==> config.mk <==
export PLATFORM = sky130hd
export DESIGN_NAME = pulse_frequency_band_classifier
export DESIGN_NICKNAME = d
export VERILOG_FILES = /design/src/rtl/core/pfbc_pkg.sv /design/src/rtl/core/pfbc_ring.sv /design/src/rtl/core/pfbc_div.sv /design/src/rtl/core/pulse_frequency_band_classifier.sv
export VERILOG_INCLUDE_DIRS = /design/src /design/src/rtl/core
export SDC_FILE = /design/constraint.sdc
export NUM_CORES = 2
export LEC_CHECK = 0
export CAP_MARGIN = 20
export CORE_MARGIN = 2
export CORE_UTILIZATION = 30
export DETAILED_ROUTE_END_ITERATION = 10
export DONT_BUFFER_PORTS = 1
export PLACE_DENSITY = 0.55
export SLEW_MARGIN = 20
export SYNTH_ARGS = -nofsm -noshare
export SYNTH_HDL_FRONTEND = slang
export SYNTH_HIERARCHICAL = 1
export SYNTH_SLANG_ARGS = --single-unit
==> constraint.sdc <==
create_clock -name i_clk -period 10.2 [get_ports i_clk]
set_input_delay 1.02 -clock i_clk [delete_from_list [all_inputs] [get_ports i_clk]]
set_output_delay 1.02 -clock i_clk [all_outputs]
set_load 0.05 [all_outputs]
==> src/rtl/core/pulse_frequency_band_classifier_macros.svh <==
// assertion macros used by the pulse frequency band classifier top level
`ifndef PULSE_FREQUENCY_BAND_CLASSIFIER_MACROS_SVH
`define PULSE_FREQUENCY_BAND_CLASSIFIER_MACROS_SVH

// condition implies consequence in the same cycle
`define PFBC_ASSERT_NOW(label, ante, cons, msg) \
    label: assert property (@(posedge i_clk) disable iff (!i_rst_n) (ante) |-> (cons)) \
        else $error(msg);

// condition implies consequence in the next cycle
`define PFBC_ASSERT_NEXT(label, ante, cons, msg) \
    label: assert property (@(posedge i_clk) disable iff (!i_rst_n) (ante) |=> (cons)) \
        else $error(msg);

`endif

==> src/rtl/core/pfbc_pkg.sv <==
// shared types and constants of the pulse frequency band classifier
package pfbc_pkg;

    // default ring depth
    localparam int PFBC_DEPTH = 9;

    // configuration register indexes
    localparam logic [2:0] REG_MAX_SPAN    = 3'd0;
    localparam logic [2:0] REG_MAX_AGE     = 3'd1;
    localparam logic [2:0] REG_ENEMY_LOW   = 3'd2;
    localparam logic [2:0] REG_ENEMY_HIGH  = 3'd3;
    localparam logic [2:0] REG_FRIEND_LOW  = 3'd4;
    localparam logic [2:0] REG_FRIEND_HIGH = 3'd5;

    // configuration reset values
    localparam logic [31:0] RST_MAX_SPAN    = 32'd200000;
    localparam logic [31:0] RST_MAX_AGE     = 32'd1000000;
    localparam logic [19:0] RST_ENEMY_LOW   = 20'd830;
    localparam logic [19:0] RST_ENEMY_HIGH  = 20'd870;
    localparam logic [19:0] RST_FRIEND_LOW  = 20'd3900;
    localparam logic [19:0] RST_FRIEND_HIGH = 20'd4100;

    // beacon class codes
    localparam logic [1:0] CLS_NONE   = 2'd0;
    localparam logic [1:0] CLS_FRIEND = 2'd1;
    localparam logic [1:0] CLS_ENEMY  = 2'd2;
    localparam logic [1:0] CLS_BOTH   = 2'd3;

    // divider iteration count and aligned frequency numerator
    localparam logic [5:0]  DIV_FREQ_ITERS   = 6'd20;
    localparam logic [31:0] FREQ_NUMERATOR   = 32'd1000000;
    localparam logic [31:0] FREQ_NUM_ALIGNED = FREQ_NUMERATOR << (32 - 20);

    // period limits
    localparam logic [31:0] PERIOD_LIMIT = 32'd100000;
    localparam logic [31:0] BOTH_PERIOD  = 32'd3;

    // divider request
    typedef struct packed {
        logic       start;
        logic [5:0] iters;
    } t_div_req;

endpackage

==> src/rtl/core/pfbc_ring.sv <==
// ring memory of edge timestamps with per-entry valid bits
module pfbc_ring
    import pfbc_pkg::*;
#(
    parameter int DEPTH = PFBC_DEPTH,
    localparam int AW   = $clog2(DEPTH)
) (
    input  logic          i_clk,
    input  logic          i_rst_n,
    input  logic          i_we,
    input  logic [AW-1:0] i_waddr,
    input  logic [31:0]   i_wdata,
    input  logic          i_re,
    input  logic [AW-1:0] i_raddr_old,
    input  logic [AW-1:0] i_raddr_new,
    output logic [31:0]   o_rdata_old,
    output logic [31:0]   o_rdata_new
);

    logic [31:0]      r_mem [DEPTH];
    logic [DEPTH-1:0] r_valid;
    logic [31:0]      r_rd_old;
    logic [31:0]      r_rd_new;
    logic             r_hit_old;
    logic             r_hit_new;

    // timestamp storage
    always_ff @(posedge i_clk) begin
        if (i_we) begin
            r_mem[i_waddr] <= i_wdata;
        end
        if (i_re) begin
            r_rd_old <= r_mem[i_raddr_old];
            r_rd_new <= r_mem[i_raddr_new];
        end
    end

    // written flags, cleared at reset so unwritten entries read as zero
    always_ff @(posedge i_clk) begin
        if (!i_rst_n) begin
            r_valid   <= '0;
            r_hit_old <= 1'b0;
            r_hit_new <= 1'b0;
        end else begin
            if (i_we) begin
                r_valid[i_waddr] <= 1'b1;
            end
            if (i_re) begin
                r_hit_old <= r_valid[i_raddr_old];
                r_hit_new <= r_valid[i_raddr_new];
            end
        end
    end

    assign o_rdata_old = r_hit_old ? r_rd_old : '0;
    assign o_rdata_new = r_hit_new ? r_rd_new : '0;

endmodule

==> src/rtl/core/pfbc_div.sv <==
// iterative restoring divider, one quotient bit per cycle
module pfbc_div
    import pfbc_pkg::*;
(
    input  logic        i_clk,
    input  logic        i_rst_n,
    input  t_div_req    i_req,
    input  logic [31:0] i_dividend,
    input  logic [31:0] i_divisor,
    output logic        o_done,
    output logic [31:0] o_quotient
);

    logic        r_busy;
    logic        r_done;
    logic [5:0]  r_cnt;
    logic [31:0] r_num;
    logic [31:0] r_rem;
    logic [31:0] r_dvs;
    logic [31:0] r_quo;
    logic [32:0] trial;
    logic [32:0] diff;
    logic        q_bit;

    // one trial subtraction
    always_comb begin
        trial = {r_rem, r_num[31]};
        diff  = trial - {1'b0, r_dvs};
        q_bit = !diff[32];
    end

    // control
    always_ff @(posedge i_clk) begin
        if (!i_rst_n) begin
            r_busy <= 1'b0;
            r_done <= 1'b0;
            r_cnt  <= '0;
        end else begin
            r_done <= 1'b0;
            if (i_req.start) begin
                r_busy <= 1'b1;
                r_cnt  <= i_req.iters;
            end else if (r_busy) begin
                r_cnt <= r_cnt - 6'd1;
                if (r_cnt == 6'd1) begin
                    r_busy <= 1'b0;
                    r_done <= 1'b1;
                end
            end
        end
    end

    // datapath
    always_ff @(posedge i_clk) begin
        if (i_req.start) begin
            r_num <= i_dividend;
            r_dvs <= i_divisor;
            r_rem <= '0;
            r_quo <= '0;
        end else if (r_busy) begin
            r_num <= {r_num[30:0], 1'b0};
            r_rem <= q_bit ? diff[31:0] : trial[31:0];
            r_quo <= {r_quo[30:0], q_bit};
        end
    end

    assign o_done     = r_done;
    assign o_quotient = r_quo;

endmodule

==> src/rtl/core/pulse_frequency_band_classifier.sv <==
// pulse frequency band classifier top level
//
// input channel: i_in_valid / o_in_stall carrying i_command and i_time_us.
// a transfer with command 0 stores the edge time in the ring; no result
// follows. a transfer with command 1 is a query: it reads the oldest and
// newest stored edges, rewinds the write slot, checks span and age against
// the limits, scales the span by a reciprocal of DEPTH-1 to get the period
// and then divides 1000000 by the period.
// a query result leaves on o_out_valid / i_out_stall with o_period_us,
// o_freq_hz and o_beacon_class after the memory read and limit check, the
// period correction, the one-bit-per-cycle frequency division and the steps
// that classify and register the result. a rejected query skips straight to
// a zero result, a period out of range skips the division. stall is raised
// from the query transfer until its result is registered, so no new item is
// taken while a query runs; edges stream at one per cycle when no query is
// in progress. the result sits in an output register, so the next item is
// taken while it waits; a further query result waits until that register
// is free.
// reset restores the register defaults, rewinds the write slot and marks
// every ring entry unwritten so it reads as zero; no clearing pass is needed.
`include "pulse_frequency_band_classifier_macros.svh"

module pulse_frequency_band_classifier
    import pfbc_pkg::*;
#(
    parameter int DEPTH = PFBC_DEPTH
) (
    input  logic        i_clk,
    input  logic        i_rst_n,
    // input channel
    input  logic        i_in_valid,
    output logic        o_in_stall,
    input  logic        i_command,
    input  logic [31:0] i_time_us,
    // output channel
    output logic        o_out_valid,
    input  logic        i_out_stall,
    output logic [31:0] o_period_us,
    output logic [19:0] o_freq_hz,
    output logic [1:0]  o_beacon_class,
    // configuration
    input  logic        i_cfg_we,
    input  logic [2:0]  i_cfg_index,
    input  logic [31:0] i_cfg_data
);

    localparam int          AW           = $clog2(DEPTH);
    localparam logic [31:0] SPAN_DIVISOR = 32'(DEPTH - 1);
    localparam logic [31:0] SPAN_RECIP   = 32'((64'd1 << 32) / 64'(DEPTH - 1));

    typedef enum logic [6:0] {
        S_IDLE  = 7'b0000001,
        S_CHECK = 7'b0000010,
        S_SCALE = 7'b0000100,
        S_RANGE = 7'b0001000,
        S_DIV2  = 7'b0010000,
        S_CLASS = 7'b0100000,
        S_DONE  = 7'b1000000
    } t_state;

    t_state        r_state;
    logic [AW-1:0] r_slot;
    logic [31:0]   r_now;
    logic [63:0]   r_scaled;
    logic [31:0]   r_period;
    logic [19:0]   r_freq;
    logic [1:0]    r_cls;
    logic          r_out_valid;
    logic [31:0]   r_out_period;
    logic [19:0]   r_out_freq;
    logic [1:0]    r_out_cls;

    logic [31:0] r_max_span;
    logic [31:0] r_max_age;
    logic [19:0] r_enemy_low;
    logic [19:0] r_enemy_high;
    logic [19:0] r_friend_low;
    logic [19:0] r_friend_high;

    logic          in_xfer;
    logic          edge_wr;
    logic          query_rd;
    logic [AW-1:0] newest_addr;
    logic [31:0]   oldest;
    logic [31:0]   newest;
    logic [31:0]   span;
    logic [31:0]   age;
    logic          reject;
    logic          in_range;
    logic          out_free;
    logic [31:0]   q_est;
    logic [31:0]   q_times_d;
    logic [31:0]   q_rem;
    logic [31:0]   period_fix;
    t_div_req      div_req;
    logic [31:0]   div_dividend;
    logic [31:0]   div_divisor;
    logic          div_done;
    logic [31:0]   div_quo;

    // input transfers
    assign in_xfer     = i_in_valid && !o_in_stall;
    assign edge_wr     = in_xfer && !i_command;
    assign query_rd    = in_xfer && i_command;
    assign o_in_stall  = (r_state != S_IDLE);
    assign newest_addr = (r_slot == '0) ? AW'(DEPTH - 1) : r_slot - AW'(1);

    // ring of edge timestamps
    pfbc_ring #(
        .DEPTH(DEPTH)
    ) u_ring (
        .i_clk      (i_clk),
        .i_rst_n    (i_rst_n),
        .i_we       (edge_wr),
        .i_waddr    (r_slot),
        .i_wdata    (i_time_us),
        .i_re       (query_rd),
        .i_raddr_old(r_slot),
        .i_raddr_new(newest_addr),
        .o_rdata_old(oldest),
        .o_rdata_new(newest)
    );

    // span and age checks
    assign span     = newest - oldest;
    assign age      = r_now - oldest;
    assign reject   = (span > r_max_span) || (age > r_max_age);
    assign in_range = (r_period != '0) && (r_period < PERIOD_LIMIT);
    assign out_free = !r_out_valid || !i_out_stall;

    // period: reciprocal estimate is at most one low, one compare corrects it
    assign q_est      = r_scaled[63:32];
    assign q_times_d  = q_est * SPAN_DIVISOR;
    assign q_rem      = span - q_times_d;
    assign period_fix = (q_rem >= SPAN_DIVISOR) ? q_est + 32'd1 : q_est;

    // divider request for the frequency
    always_comb begin
        div_req.start = (r_state == S_RANGE) && in_range;
        div_req.iters = DIV_FREQ_ITERS;
        div_dividend  = FREQ_NUM_ALIGNED;
        div_divisor   = r_period;
    end

    pfbc_div u_div (
        .i_clk     (i_clk),
        .i_rst_n   (i_rst_n),
        .i_req     (div_req),
        .i_dividend(div_dividend),
        .i_divisor (div_divisor),
        .o_done    (div_done),
        .o_quotient(div_quo)
    );

    // configuration registers
    always_ff @(posedge i_clk) begin
        if (!i_rst_n) begin
            r_max_span    <= RST_MAX_SPAN;
            r_max_age     <= RST_MAX_AGE;
            r_enemy_low   <= RST_ENEMY_LOW;
            r_enemy_high  <= RST_ENEMY_HIGH;
            r_friend_low  <= RST_FRIEND_LOW;
            r_friend_high <= RST_FRIEND_HIGH;
        end else if (i_cfg_we) begin
            case (i_cfg_index)
                REG_MAX_SPAN:    r_max_span    <= i_cfg_data;
                REG_MAX_AGE:     r_max_age     <= i_cfg_data;
                REG_ENEMY_LOW:   r_enemy_low   <= i_cfg_data[19:0];
                REG_ENEMY_HIGH:  r_enemy_high  <= i_cfg_data[19:0];
                REG_FRIEND_LOW:  r_friend_low  <= i_cfg_data[19:0];
                REG_FRIEND_HIGH: r_friend_high <= i_cfg_data[19:0];
                default: begin
                end
            endcase
        end
    end

    // sequencer and write slot
    always_ff @(posedge i_clk) begin
        if (!i_rst_n) begin
            r_state <= S_IDLE;
            r_slot  <= '0;
        end else begin
            case (r_state)
                S_IDLE: begin
                    if (edge_wr) begin
                        r_slot <= (r_slot == AW'(DEPTH - 1)) ? '0 : r_slot + AW'(1);
                    end else if (query_rd) begin
                        r_slot  <= '0;
                        r_state <= S_CHECK;
                    end
                end
                S_CHECK: r_state <= reject ? S_DONE : S_SCALE;
                S_SCALE: r_state <= S_RANGE;
                S_RANGE: r_state <= in_range ? S_DIV2 : S_CLASS;
                S_DIV2: begin
                    if (div_done) begin
                        r_state <= S_CLASS;
                    end
                end
                S_CLASS: r_state <= S_DONE;
                S_DONE: begin
                    if (out_free) begin
                        r_state <= S_IDLE;
                    end
                end
                default: r_state <= S_IDLE;
            endcase
        end
    end

    // measurement datapath
    always_ff @(posedge i_clk) begin
        if (query_rd) begin
            r_now <= i_time_us;
        end
        case (r_state)
            S_CHECK: begin
                if (reject) begin
                    r_period <= '0;
                    r_freq   <= '0;
                    r_cls    <= CLS_NONE;
                end else begin
                    r_scaled <= 64'(span) * 64'(SPAN_RECIP);
                end
            end
            S_SCALE: begin
                r_period <= period_fix;
            end
            S_RANGE: begin
                if (!in_range) begin
                    r_freq <= '0;
                end
            end
            S_DIV2: begin
                if (div_done) begin
                    r_freq <= div_quo[19:0];
                end
            end
            S_CLASS: begin
                if (r_period == BOTH_PERIOD) begin
                    r_cls <= CLS_BOTH;
                end else if ((r_enemy_low < r_freq) && (r_freq < r_enemy_high)) begin
                    r_cls <= CLS_ENEMY;
                end else if ((r_friend_low < r_freq) && (r_freq < r_friend_high)) begin
                    r_cls <= CLS_FRIEND;
                end else begin
                    r_cls <= CLS_NONE;
                end
            end
            default: begin
            end
        endcase
    end

    // output register
    always_ff @(posedge i_clk) begin
        if (!i_rst_n) begin
            r_out_valid <= 1'b0;
        end else begin
            r_out_valid <= ((r_state == S_DONE) && out_free) || (r_out_valid && i_out_stall);
        end
    end

    always_ff @(posedge i_clk) begin
        if ((r_state == S_DONE) && out_free) begin
            r_out_period <= r_period;
            r_out_freq   <= r_freq;
            r_out_cls    <= r_cls;
        end
    end

    assign o_out_valid    = r_out_valid;
    assign o_period_us    = r_out_period;
    assign o_freq_hz      = r_out_freq;
    assign o_beacon_class = r_out_cls;

    // checks
    `PFBC_ASSERT_NEXT(a_query_rewinds, query_rd, r_slot == '0, "query did not rewind slot")
    `PFBC_ASSERT_NOW(a_freq_div_range, (r_state == S_DIV2) && div_done, (r_period != '0) && (r_period < PERIOD_LIMIT), "frequency division on period out of range")
    `PFBC_ASSERT_NOW(a_both_period, o_out_valid && (o_beacon_class == CLS_BOTH), o_period_us == BOTH_PERIOD, "class both without period three")
    `PFBC_ASSERT_NOW(a_freq_needs_period, o_out_valid && (o_freq_hz != '0), (o_period_us != '0) && (o_period_us < PERIOD_LIMIT), "frequency without valid period")

endmodule
==> insert_results.sql <==
INSERT INTO impl_metrics (metric_group, metric, value, unit) VALUES
('detailed_routing', 'routed_wirelength', '116', 'mm'),
('cts', 'h_tree_level_count', '3', ''),
('critical_path', 'critPathCaptureType', 'flip-flop', ''),
('detailed_routing', 'detailedRoute.firstPassIterationCount', '6', ''),
('critical_path', 'worstSetupPathType', 'flip-flop to flip-flop', ''),
('detailed_routing', 'antenna_violating_nets_post_route', '0', ''),
('placed_design', 'dp_hpwl', '81.0', 'mm'),
('yosys', 'synth-warning-count', '6', ''),
('global_routing', 'grt_start_max_net_pins', '169', ''),
('global_routing', 'grt_overflow_total', '0', ''),
('cts', 'clock_buffer_count_from_cts', '90', ''),
('placed_design', 'buffer_ports.inserted', '0', ''),
('power', 'peak_ir_drop_on_the_vdd_network', '0.135', 'mV'),
('detailed_routing', 'drt-wirelength-per-cell', '20.3', 'um'),
('critical_path', 'worst-endpoint-required', '10.73', 'ns'),
('power', 'leakage', '17.5', 'nW'),
('final_layout', 'layout.nets', '4088', ''),
('yosys', 'postSynthAreaPerCell', '11.6', 'um^2'),
('die', 'core', '143000', 'um^2'),
('global_routing', 'grt_antenna_before_repair', '13', ''),
('yosys', 'mappedNetlistArea', '43300', 'um^2'),
('global_routing', 'grt_pass1_vias', '28400', ''),
('final_layout', 'fillerInstances', '14200', ''),
('timing', 'setup_violations', '0', ''),
('detailed_routing', 'vias', '29200', ''),
('timing', 'final.min_clock_period', '7.14', 'ns'),
('die', 'io_pins', '129', ''),
('cts', 'hold_buffers', '0', ''),
('cts', 'cts.sink_count', '808', ''),
('placed_design', 'placement.setup.worst_slack', '3.05', 'ns'),
('timing', 'min_period_over_period', '0.700', ''),
('global_routing', 'wire_length_of_the_first_global_routing_pass', '176', 'mm'),
('die', 'floorplan.die_area', '148000', 'um^2'),
('timing', 'skew', '0.0230', 'ns'),
('worst_hold_path', 'timing.hold.worst.class', 'primary input to flip-flop', ''),
('cts', 'ctsResizeCount', '0', ''),
('power', 'power_per_cell_area', '187', 'nW/um^2'),
('run_status', 'run_status', 'completed', ''),
('die', 'fp.dieW', '384', 'um'),
('timing', 'timing_hold_violations_final', '0', ''),
('cts', 'cts-root-buf', 'sky130_fd_sc_hd__clkbuf_16', ''),
('placed_design', 'finalWeightedCongestion', '0.900', ''),
('detailed_routing', 'routed_via_density', '5.10', ''),
('detailed_routing', 'remaining_drc_errors', '0', ''),
('critical_path', 'maximum_fanout_along_the_worst_path', '33', ''),
('detailed_routing', 'detailedRoute.firstIterationViolations', '2604', ''),
('die', 'height_of_the_chip', '384', 'um'),
('timing', 'transition_at_the_pin_with_the_smallest_max_transition_slack', '1.11', 'ns'),
('critical_path', 'arrival', '7.67', 'ns'),
('final_layout', 'syn_to_final_growth', '11.9', '%'),
('cts', 'clock_latency', '0.70', 'ns'),
('timing', 'timing.slew.headroom', '0.258', ''),
('cts', 'cts_max_path_buffers', '3', ''),
('cts', 'cts_tree', 'built', ''),
('timing', 'fin_ws', '3.06', 'ns'),
('timing', 'slew_violations', '0', ''),
('cts', 'postCtsSetupBuffers', '0', ''),
('timing', 'setup_repair_after_global_routing_missed_its_margin', 'false', ''),
('die', 'rows', '139', ''),
('die', 'floorplan.initialDensity', '0.302', ''),
('critical_path', 'cp-start-kind', 'flip-flop', ''),
('final_layout', 'layout-drive-gt1-share', '0.0938', ''),
('timing', 'finalSetupTns', '0', 'ns'),
('timing', 'fmaxAchievable', '0.140', 'GHz'),
('yosys', 'post_synth_inst_count', '3731', ''),
('cts', 'cts.reportedPaths.clkPinSlew', '0.07', 'ns'),
('flow_run', 'maxCapViolations', '0', ''),
('global_routing', 'grt.total_usage', '0.155', '');
==> report_power, final <==
group | leakage [nW] | internal [W] | switching (W) | total (W)
registers | 7.09 | 0.00367 | 0.000104 | 0.00377
clock network | 1.48 | 0.00201 | 0.00139 | 0.00340
logic | 8.91 | 0.000778 | 0.00109 | 0.00187
total | 17.5 | 0.00646 | 0.00259 | 0.00905
==> area by class of cell <==
type	count	area [um^2]	share of cell area
diodes	2	5.00	0.000103
multi-input cells	2483	19500	0.403
well taps	1903	2380	0.0491
clock buffers	113	2380	0.0491
flip-flops and latches	808	22000	0.454
inverters	323	1210	0.0250
clock inverters	52	667	0.0138
repair buffers	38	305	0.00630
==> through the flow <==
step	instance area (um^2)	hold WS (ns)	power (W)	utilization	cells
final	48500	0.415	0.00905	0.338	5722
after global routing	48500	0.373	0.00947	0.338	5720
after CTS	48500	0.362	0.00913	0.338	5719
after detailed placement	45400	0.456	0.00570	0.316	5554
after global placement	45400	0.445	0.00570	0.316	5554
after floorplan	43500	0.400	0.00527	-	3771
==> registers in the layout, summed over array words and instances (netlist names), 7 cells and up <==
name,cells
u_div/r_dvs,32
o_period_us,30
u_div/r_rem,32
u_ring/r_valid,9
u_div/r_num,32
o_freq_hz,20
r_max_span,32
r_max_age,32
u_ring/r_rd_new,32
r_now,32
r_enemy_high,20
u_div/o_quotient,20
r_scaled,29
r_friend_high,20
r_freq,20
div_divisor,30
u_ring/r_rd_old,32
r_friend_low,20
r_state,7
r_enemy_low,20
u_ring/r_mem,288
==> final timing paths <==
check | to | from | slack [ns] | cells past startpoint
worst max-delay path | div_divisor[21] | u_ring/r_hit_old | 3.06 | 25
worst min-delay path | u_ring/r_mem[8][7] | i_time_us[7] | 0.41 | 0
worst max register to register | div_divisor[21] | u_ring/r_hit_old | 3.06 | 25
worst min register to register | r_friend_high[6] | r_friend_high[6] | 0.46 | 2
==> critical path, stage by stage, from the launching register on <==
cell and delay [ns]:
sky130_fd_sc_hd__dfxtp_1 0.31, sky130_fd_sc_hd__buf_4 0.26, sky130_fd_sc_hd__and2_1 0.17, sky130_fd_sc_hd__inv_1 0.06
sky130_fd_sc_hd__ha_1 0.34, sky130_fd_sc_hd__nor2b_1 0.16, sky130_fd_sc_hd__o2111ai_1 0.25, sky130_fd_sc_hd__a31oi_1 0.19
sky130_fd_sc_hd__a311o_1 0.36, sky130_fd_sc_hd__a31oi_1 0.24, sky130_fd_sc_hd__o21ai_1 0.19, sky130_fd_sc_hd__a311o_1 0.44
sky130_fd_sc_hd__a41o_1 0.28, sky130_fd_sc_hd__xor2_1 0.18, sky130_fd_sc_hd__ha_1 0.39, sky130_fd_sc_hd__inv_1 0.13
sky130_fd_sc_hd__a222oi_1 0.27, sky130_fd_sc_hd__o2111ai_1 0.16, sky130_fd_sc_hd__a2111oi_1 0.39, sky130_fd_sc_hd__nor4bb_1 0.25
sky130_fd_sc_hd__nand4b_1 0.12, sky130_fd_sc_hd__or4b_1 0.51, sky130_fd_sc_hd__nor4b_1 0.35, sky130_fd_sc_hd__o2111ai_2 0.47
sky130_fd_sc_hd__a31o_1 0.36, sky130_fd_sc_hd__a21oi_1 0.14
==> cells in the final DEF (no fill, tap or decap), types with 66 or more instances in the layout <==
cell type and count:
sky130_fd_sc_hd__inv_1 323, sky130_fd_sc_hd__edfxtp_1 581, sky130_fd_sc_hd__a21o_1 84, sky130_fd_sc_hd__mux4_2 72, sky130_fd_sc_hd__and2_1 106, sky130_fd_sc_hd__dfxtp_1 224, sky130_fd_sc_hd__a21boi_0 116, sky130_fd_sc_hd__nor2_1 177
sky130_fd_sc_hd__nand2_1 396, sky130_fd_sc_hd__a21oi_1 174, sky130_fd_sc_hd__a222oi_1 66, sky130_fd_sc_hd__clkbuf_16 91, sky130_fd_sc_hd__ha_1 267, sky130_fd_sc_hd__o21ai_0 85
==> layer usage <==
metal,share of wire,vias up,GRT usage
li1,-,13900,-
met1,0.46,14200,0.211
met2,0.44,821,0.237
met3,0.072,219,0.0413
met4,0.031,22,0.0499
met5,0.0014,-,0
No activity file was read; power rests on OpenSTA's default activity.
